`src/sv/block_bitmap_allocator_assert.svh`:
```
// Assertion helpers shared by the allocator modules.
`ifndef BLOCK_BITMAP_ALLOCATOR_ASSERT_SVH
`define BLOCK_BITMAP_ALLOCATOR_ASSERT_SVH

// Clocked check, off while reset is held.
`define BBA_ASSERT(name, prop, msg) \
  name: assert property (@(posedge clk_i) disable iff (!rst_ni) prop) \
    else $error(msg);

// Clocked check that also holds during reset.
`define BBA_ASSERT_ALWAYS(name, prop, msg) \
  name: assert property (@(posedge clk_i) prop) \
    else $error(msg);

`endif

```
`src/sv/bba_pkg.sv`:
```
`timescale 1ns / 1ps
`default_nettype none

package bba_pkg;

  localparam int BLK_W      = 16;
  localparam int CFG_W      = 17;
  localparam int MODE_W     = 2;
  localparam int STAT_W     = 2;
  localparam int IN_DATA_W  = 24;
  localparam int IN_USER_W  = 2;
  localparam int OUT_DATA_W = 40;
  localparam int OUT_USER_W = 2;

  localparam int ADDR_CAP          = 65536;
  localparam int DEF_MAX_BLOCKS    = 65536;
  localparam int DEF_MAP_WORD_BITS = 64;

  localparam logic [CFG_W-1:0] COUNT_MAX = {CFG_W{1'b1}};
  localparam logic [CFG_W-1:0] TOTAL_RST = CFG_W'(65536);

  typedef enum logic [MODE_W-1:0] {
    MODE_ALLOC = 2'd0,
    MODE_FREE  = 2'd1,
    MODE_WRITE = 2'd2,
    MODE_READ  = 2'd3
  } mode_e;

  typedef enum logic [STAT_W-1:0] {
    STAT_OK           = 2'd0,
    STAT_NO_FREE      = 2'd1,
    STAT_RANGE        = 2'd2,
    STAT_ALREADY_FREE = 2'd3
  } status_e;

  typedef enum logic [3:0] {
    S_CLEAR,
    S_IDLE,
    S_CHECK,
    S_DIV,
    S_RD,
    S_RMW,
    S_SCAN,
    S_GRP,
    S_BIT,
    S_AWR,
    S_FIN
  } state_e;

  typedef struct packed {
    logic clr_wr;
    logic take;
    logic set_nofree;
    logic set_range;
    logic scan_start;
    logic scan_step;
    logic div_start;
    logic div_step;
    logic rd_word;
    logic rmw;
    logic find_grp;
    logic find_bit;
    logic alloc_wr;
    logic load_out;
  } cmd_t;

  typedef struct packed {
    logic clr_last;
    logic is_alloc;
    logic no_free;
    logic out_range;
    logic scan_end;
    logic scan_hit;
    logic out_free;
  } sts_t;

endpackage

`default_nettype wire

```
`src/sv/bba_ctrl.sv`:
```
`timescale 1ns / 1ps
`default_nettype none

`include "block_bitmap_allocator_assert.svh"

module bba_ctrl (
  input  wire logic          clk_i,
  input  wire logic          rst_ni,
  input  wire logic          in_valid_i,
  output logic               in_ready_o,
  input  wire bba_pkg::sts_t sts_i,
  output bba_pkg::cmd_t      cmd_o
);

  bba_pkg::state_e state_q, state_d;

  always_ff @(posedge clk_i or negedge rst_ni) begin
    if (!rst_ni) begin
      state_q <= bba_pkg::S_CLEAR;
    end else begin
      state_q <= state_d;
    end
  end

  always_comb begin
    state_d = state_q;
    case (state_q)
      bba_pkg::S_CLEAR: begin
        if (sts_i.clr_last) state_d = bba_pkg::S_IDLE;
      end
      bba_pkg::S_IDLE: begin
        if (in_valid_i) state_d = bba_pkg::S_CHECK;
      end
      bba_pkg::S_CHECK: begin
        if (sts_i.is_alloc) begin
          state_d = sts_i.no_free ? bba_pkg::S_FIN : bba_pkg::S_SCAN;
        end else begin
          state_d = sts_i.out_range ? bba_pkg::S_FIN : bba_pkg::S_DIV;
        end
      end
      bba_pkg::S_DIV: state_d = bba_pkg::S_RD;
      bba_pkg::S_RD:  state_d = bba_pkg::S_RMW;
      bba_pkg::S_RMW: state_d = bba_pkg::S_FIN;
      bba_pkg::S_SCAN: begin
        if (sts_i.scan_end) begin
          state_d = bba_pkg::S_FIN;
        end else if (sts_i.scan_hit) begin
          state_d = bba_pkg::S_GRP;
        end
      end
      bba_pkg::S_GRP: state_d = bba_pkg::S_BIT;
      bba_pkg::S_BIT: state_d = bba_pkg::S_AWR;
      bba_pkg::S_AWR: state_d = bba_pkg::S_FIN;
      bba_pkg::S_FIN: begin
        if (sts_i.out_free) state_d = bba_pkg::S_IDLE;
      end
      default: state_d = bba_pkg::S_CLEAR;
    endcase
  end

  always_comb begin
    cmd_o      = '0;
    in_ready_o = 1'b0;
    case (state_q)
      bba_pkg::S_CLEAR: cmd_o.clr_wr = 1'b1;
      bba_pkg::S_IDLE: begin
        in_ready_o = 1'b1;
        cmd_o.take = in_valid_i;
      end
      bba_pkg::S_CHECK: begin
        if (sts_i.is_alloc) begin
          cmd_o.set_nofree = sts_i.no_free;
          cmd_o.scan_start = !sts_i.no_free;
        end else begin
          cmd_o.set_range = sts_i.out_range;
          cmd_o.div_start = !sts_i.out_range;
        end
      end
      bba_pkg::S_DIV:  cmd_o.div_step = 1'b1;
      bba_pkg::S_RD:   cmd_o.rd_word  = 1'b1;
      bba_pkg::S_RMW:  cmd_o.rmw      = 1'b1;
      bba_pkg::S_SCAN: begin
        cmd_o.scan_step  = 1'b1;
        cmd_o.set_nofree = sts_i.scan_end;
      end
      bba_pkg::S_GRP:  cmd_o.find_grp = 1'b1;
      bba_pkg::S_BIT:  cmd_o.find_bit = 1'b1;
      bba_pkg::S_AWR:  cmd_o.alloc_wr = 1'b1;
      bba_pkg::S_FIN:  cmd_o.load_out = sts_i.out_free;
      default: begin
        cmd_o      = '0;
        in_ready_o = 1'b0;
      end
    endcase
  end

  `BBA_ASSERT(a_load_needs_slot, cmd_o.load_out |-> sts_i.out_free, "result loaded over a held one")
  `BBA_ASSERT(a_fin_to_idle, cmd_o.load_out |=> (state_q == bba_pkg::S_IDLE), "no idle after result")

endmodule

`default_nettype wire

```
`config.mk`:
```
export PLATFORM = sky130hd
export DESIGN_NAME = bba_ctrl
export DESIGN_NICKNAME = d
export VERILOG_FILES = /design/src/sv/bba_pkg.sv /design/src/sv/bba_ctrl.sv
export VERILOG_INCLUDE_DIRS = /design/src /design/src/sv
export SDC_FILE = /design/constraint.sdc
export NUM_CORES = 1
export LEC_CHECK = 0
export ABC_AREA = 1
export BUFFER_PORTS_ARGS = -buffer_cell sky130_fd_sc_hd__buf_2
export CORE_AREA = 2 2 39 41
export CTS_BUF_LIST = sky130_fd_sc_hd__clkbuf_4
export DETAILED_ROUTE_END_ITERATION = 8
export DIE_AREA = 0 0 41 43
export GPL_TIMING_DRIVEN = 1
export SYNTH_ARGS = -nofsm -noshare
export SYNTH_HDL_FRONTEND = slang
export SYNTH_SLANG_ARGS = --single-unit
```
`constraint.sdc`:
```
create_clock -name clk_i -period 3.2 [get_ports clk_i]
set_clock_uncertainty 0.1 [all_clocks]
set_input_delay 0.16 -clock clk_i [delete_from_list [all_inputs] [get_ports clk_i]]
set_output_delay 0.16 -clock clk_i [all_outputs]
set_load 0.05 [all_outputs]
```
# Word-level counts from Yosys, hierarchy flattened
# Cells that the tools add are included.
dict set report totals {
  reg_bits 4
  output_inout_bits 15
}
dict set report classes {
  n_eq_ne 14
  n_mux 27
  n_reduce_logical 5
}
# op n
set op_table {}
lappend op_table {{4-bit one-hot mux with 10 select lines} 1}
lappend op_table {{4-bit 2-to-1 mux} 8}
lappend op_table {{4-bit by 3-bit == test with 1-bit output (second input constant)} 4}
lappend op_table {{1-bit 2-to-1 mux} 16}
lappend op_table {{4-bit == test (second input constant)} 3}
lappend op_table {{4-bit by 2-bit == test with 1-bit output (second input constant)} 2}
lappend op_table {{2-bit inequality test (second input constant)} 3}
lappend op_table {{4-bit by 1-bit == test with 1-bit output (second input constant)} 1}
lappend op_table {{4-bit zero test} 1}
lappend op_table {{4-bit AND reduction} 1}
lappend op_table {{3-bit inequality test (second input constant)} 1}
lappend op_table {{1-bit zero test} 2}
lappend op_table {{2-bit 2-to-1 mux} 1}
lappend op_table {{1-bit one-hot mux with 2 select lines} 1}
lappend op_table {{2-bit OR reduction} 1}

# Depth between registers and ports, before layout
# Gate-level depths: netlist of the first run.
dict set report depth {
  ltp_word 3
  depth_mapped 9
}

# Least setup slack after synthesis of the first run
# No wires, ideal clock.
dict set report synth_path {
  kind {register to output}
  from {reg state_q[1]}
  to {out cmd_o[2] (netlist name)}
  arrival_ns 1.751
  required_time_ns 2.940
  path_slack_ns 1.189
  path_stages_with_launch 5
  cell_sequence {dfrtp_1 -> buf_6 -> nor2_1 -> inv_1 -> nor3_1}
}
# item line_no
set synth_rtl {}
lappend synth_rtl {{from (decl)} bba_ctrl.sv:15} ;# bba_pkg::state_e state_q, state_d;
lappend synth_rtl {{from (signal assigned)} bba_ctrl.sv:19} ;# state_q <= bba_pkg::S_CLEAR;
lappend synth_rtl {{from (signal assigned)} bba_ctrl.sv:21} ;# state_q <= state_d;
lappend synth_rtl {{to (decl)} bba_ctrl.sv:12} ;# output bba_pkg::cmd_t cmd_o

==> impl_metrics.toml, run 1 <==
[run_status]
status = "complete, no violations"

[clock_tree]
cts_sinks = 4
cts_tree = "built"
cts_buffer_depth = 2
htreeDepth = 1
post_cts.repair.setup_buffers = 0
insertion_delay_ns = 0.23
cts_buffers = 3
cts.clk_slew.worst_paths_ns = 0.04
root_buffer = "clkbuf_4"

[sta]
timing.setup.tns_ns = 0
hold_viol_final = 0
setup_viol_count_final = 0
tightest_slew_ns = 0.268
relSlewSlack_pct = 82.1
drv_slew = 0
fmax_mhz = 558
period_share_pct = 56.0
finalCriticalPeriod_ns = 1.79
rsz0062_at_grt = "no"

[grt]
grt_pass1_wl_um = 1730
grt.total_usage_pct = 14.4
antenna_found_initial = 0
grt_max_degree = 9
gr-total-overflow = 0
grt_pass1_vias = 450

[finish]
top_register = "state_q"
drive_gt1_share_pct = 41.7
diodes = 0
largest_registers = "state_q: 4 flops"
syn2layout_area_growth_pct = 35.7
final_util_pct = 44.3
largest_register_ffs = 4
nets = 115
n_fill_cell = 151

[logic_synthesis]
synth_nets = 86
synth.area.top_cells = "dfrtp_1, nand2_1, nor2_1"
yosysTopAreaCell = "dfrtp_1"
synthCells = 76
synth_seq_cells = 4
yosysSeqAreaShare_pct = 22.2
synth_top_area_share_pct = 22.2
yosys_warnings = 0
ys_types = 16
synth.cell_area_um2 = 452
synth_area_per_cell_um2 = 5.94

[place]
place_congestion = 0.781
place_hpwl_um = 922
io_buffers = 24

[hold_path]
hold_start = "in_valid_i"
hold_path.class = "input pin to register"
whs_path_depth = 4

[floorplan]
coreArea_um2 = 1380
ios = 25
core.rowCount = 14
fp.dieW_um = 41
start_util_pct = 32.6
die_h_um = 43
dieArea_um2 = 1760

[drt]
drt_iter0_drc = 12
drc = 0
ant_nets = 0
dr.pass1.iters = 4
vias_per_cell = 4.45
num_vias = 529
drt-total-wl_um = 1070
routedWlPerCell_um = 8.99

[critical_path]
worst_setup_path_start_kind = "register"
cp_num_cells = 4
endpoint_kind = "output port"
critPathKind = "register to output port"
cpMaxStageDelayCell = "dfrtp_1"
cpPeakStageDelay_ns = 0.43
cp_top_family = "flip-flops"
crit_start = "state_q[2]"
cp.arrival_ns = 1.53
cp.required_ns = 2.94
ff2ff_path_depth = 6
path_cells = "nor2_2, nand2_2, o21ai_2, buf_2"
cp_num_buf_inv = 1
path_max_fanout = 6
r2r_start = "state_q[2]"

[power]
power_density_nw_per_um2 = 1020
leakage_nw = 0.398
ir_worst_vdd_uv = 391

[flow_run]
drv_cap = 0
## power breakdown
part | total [mW] | switching [mW] | internal [mW]
clock network | 0.0616 | 0.0197 | 0.0419
registers | 0.114 | 0.0393 | 0.0746
logic | 0.447 | 0.331 | 0.116
## cells in the mapped netlist
library cell and count:
buf_6 1, dfrtp_1 4, inv_1 12, inv_2 3, nand2_1 17, nand2_2 5
nand3_1 4, nand3b_1 2, nor2_1 16, nor2_2 3, nor2_4 3, nor3_1 1
nor3_2 1, o211ai_1 1, o21ai_0 2, o21ai_2 1
## routing by layer
metal / routed length (um) / vias up / track usage [%]
li1: - / 289 / -
met1: 520 / 219 / 18.4
met2: 478 / 21 / 22.5
met3: 71 / 0 / 6.28
met4: 0 / 0 / 2.00
met5: 0 / - / 0
## layout by cell type, fill, tap and decap left out, drive strengths merged
cell type,count
o21ai,3
nand3,4
nand2,22
nor2,22
dlygate4sd3,1
o211ai,1
buf,24
dfrtp,4
nor3,2
inv,15
nand3b,2
clkbuf,3
## worst register-to-register path, stage by stage, from the launching register on
cell	delay, ns
dfrtp_1	0.43
nor2_2	0.25
nand3_1	0.15
nand2_1	0.12
nor2_2	0.05
nand2_1	0.06
nand2_1	0.05
## through the flow
step           setup slack, ns  hold slack [ns]  instances  power, mW  instance area (um^2)
2_1_floorplan             1.19           -0.236         76      0.486                   452
3_5_place_dp              1.65           -0.132        115      0.563                   581
6_report                  1.41            0.153        119      0.623                   613
3_3_place_gp              1.63           -0.134        115      0.562                   581
5_1_grt                   1.32            0.168        119      0.679                   613
4_1_cts                   1.39            0.152        119      0.631                   613
## area by class of cell
type / count / area (um^2) / share of cell area [%]
repair buffers: 25 / 130 / 21.2
flip-flops and latches: 4 / 100 / 16.3
clock buffers: 3 / 22.5 / 3.67
well taps: 16 / 20.0 / 3.27
multi-input cells: 56 / 284 / 46.3
inverters: 15 / 56.3 / 9.18
## cell families after synthesis
group	count (synthesis)	share of synthesized area (%)
compound gates	4	5.82
flops	4	22.2
buf+inv	16	15.0
simple gates	52	57.1
## what timing repair did
| item | CTS | global route |
|---|---|---|
| gates resized for setup | 0 | 0 |
| endpoints found under the hold margin | 4 | 0 |
| hold buffers | 1 | 0 |
## final timing paths
path / endpoint / slack, ns
max: cmd_o[11] / 1.41
min: state_q[0] / 0.15
max reg2reg: state_q[0] / 1.89
min reg2reg: state_q[3] / 0.56
max in group asynchronous: state_q[3] / 2.72
min in group asynchronous: state_q[0] / 0.16
Note: power is estimated with default switching activity, not from simulation.
==> run 2, diff against run 1 <==
Settings changed: PLACE_DENSITY from default to 0.66.
Clock period 3.2 ns to 1.5 ns, I/O delays scaled along.
==> impl_metrics.toml, run 2 (synthesized netlist as in run 1, its figures left out) <==
[clock_tree]
cts_tree = "built"
cts_sinks = 4
cts.clk_slew.worst_paths_ns = 0.05
htreeDepth = 1
insertion_delay_ns = 0.24
cts_buffer_depth = 2
cts_buffers = 3
root_buffer = "clkbuf_4"

[power]
pwr-share-comb_pct = 77.2
intPower_mw = 0.871
ir_worst_vdd_uv = 846
swShare_pct = 55.1
leakage_nw = 0.486
power_density_nw_per_um2 = 2180
p_clk_share_pct = 8.6
power_switching_mw = 1.07
seqPwrFrac_pct = 14.2

[critical_path]
reg2reg_to = "state_q[0]"
ff2ff_path_depth = 8
crit_path_end = "cmd_o[11]"
r2r_start = "state_q[2]"
critPathKind = "register to output port"
cp.required_ns = 1.32
crit_start = "state_q[3]"
cp.arrival_ns = 1.36
path_max_fanout = 4
worst_setup_path_start_kind = "register"
rrSetupSlack_ns = 0.07
endpoint_kind = "output port"

[flow_run]
drv_cap = 0

[run_status]
status = "finished, violations left"
violations = "setup timing"

[grt]
grt.total_usage_pct = 18.0
grt_max_degree = 8
gr-total-overflow = 0
grt_pass1_wl_um = 2160
antenna_found_initial = 0
grt_pass1_vias = 558

[place]
io_buffers = 24
dp_slack_ns = 0.0451
placed_area_um2 = 621
place_hpwl_um = 996
place_congestion = 0.818
dp_cells = 116

[drt]
ant_nets = 0
dr.pass1.iters = 4
num_vias = 615
drt_iter0_drc = 18
drt-total-wl_um = 1540
drc = 0
vias_per_cell = 4.62
routedWlPerCell_um = 11.6

[finish]
layout_commonest_cell = "buf_4"
drive_gt1_share_pct = 68.4
stdcell_count = 133
diodes = 0
top_register = "state_q"
stdcell_area_um2 = 888
n_fill_cell = 134
largest_register_ffs = 4
syn2layout_area_growth_pct = 96.7
layout_common_cells = "buf_4, nand2_1, buf_2"
nets = 128
largest_registers = "state_q: 4 flops"

[sta]
drv_slew = 0
setup_viol_count_final = 3
timing.setup.tns_ns = -0.0840
relSlewSlack_pct = 83.4
hold_viol_final = 0
fmax_mhz = 653
finalCriticalPeriod_ns = 1.53
period_share_pct = 102
setup_slack_ns = -0.0325
tightest_slew_ns = 0.251
rsz0062_at_grt = "yes"

[hold_path]
hold_path.class = "input pin to async pin"

[floorplan]
fp.dieW_um = 41
coreArea_um2 = 1380
dieArea_um2 = 1760
die_h_um = 43
core.rowCount = 14
start_util_pct = 32.6
ios = 25
-- run 2: changes by cell type in the layout (fill, tap and decap cells not counted), moves of 4 or more --
cell,previous run,this run
buf_2,24,12
buf_4,0,15
buf_6,0,6
buf_8,0,4
inv_1,12,7
inv_2,3,7
nand2_1,17,12
nor2_1,16,8
nor2_2,3,8
-- run 2: final cells by class --
cell class                 count  area (um^2)  area share [%]
multi-input combinational     56          365            41.1
timing repair buffer          38          310            34.9
sequential                     4          104            11.7
inverter                      15         58.8            6.62
clock buffer                   4         30.0            3.38
tap                           16         20.0            2.25
-- run 2: routing by layer --
metal | global-route usage [%] | share of wire, % | vias to the layer above
met5 | 0 | 0 | -
met4 | 4.67 | 3.4 | 0
met3 | 7.85 | 6.5 | 4
met2 | 30.3 | 54 | 27
met1 | 19.4 | 36 | 275
li1 | - | - | 309
-- run 2: worst min-delay path by stage --
stage,cells past startpoint,start,to,slack (ns)
5_1_grt,2,rst_ni,state_q[2],0.06
2_1_floorplan,0,rst_ni,state_q[0],-0.32
3_5_place_dp,1,rst_ni,state_q[1],-0.22
4_1_cts,2,rst_ni,state_q[2],0.06
3_3_place_gp,1,rst_ni,state_q[1],-0.22
6_report,2,rst_ni,state_q[2],0.06
-- run 2: what timing repair did --
action | CTS | global route
hold buffers | 1 | 0
setup endpoints to repair | 12 | 13
hold endpoints to repair | 4 | 0
gates cloned | 0 | 0
pin swaps | 3 | 9
setup buffers | 8 | 4
resized for setup | 22 | 28
-- run 2: power by group through the flow --
stage	combinational [mW]	clock, mW	sequential [mW]
2_1_floorplan	0.871	0	0.220
3_3_place_gp	1.03	0	0.254
3_5_place_dp	1.03	0	0.257
4_1_cts	1.29	0.173	0.258
5_1_grt	1.60	0.190	0.283
6_report	1.50	0.166	0.276
-- run 2: metrics by stage --
step	total power [mW]	hold slack, ns	utilization, %
2_1_floorplan	1.09	-0.321	-
3_3_place_gp	1.28	-0.219	44.8
3_5_place_dp	1.28	-0.218	44.8
4_1_cts	1.72	0.0583	56.8
5_1_grt	2.07	0.0579	64.2
6_report	1.94	0.0637	64.2
-- run 2: critical path: stages (launching register included) --
cell     delay, ns
dfrtp_1       0.42
inv_2         0.14
nand2_4       0.08
nor2_4        0.14
nand2_2       0.09
o21ai_4       0.08
buf_6         0.18
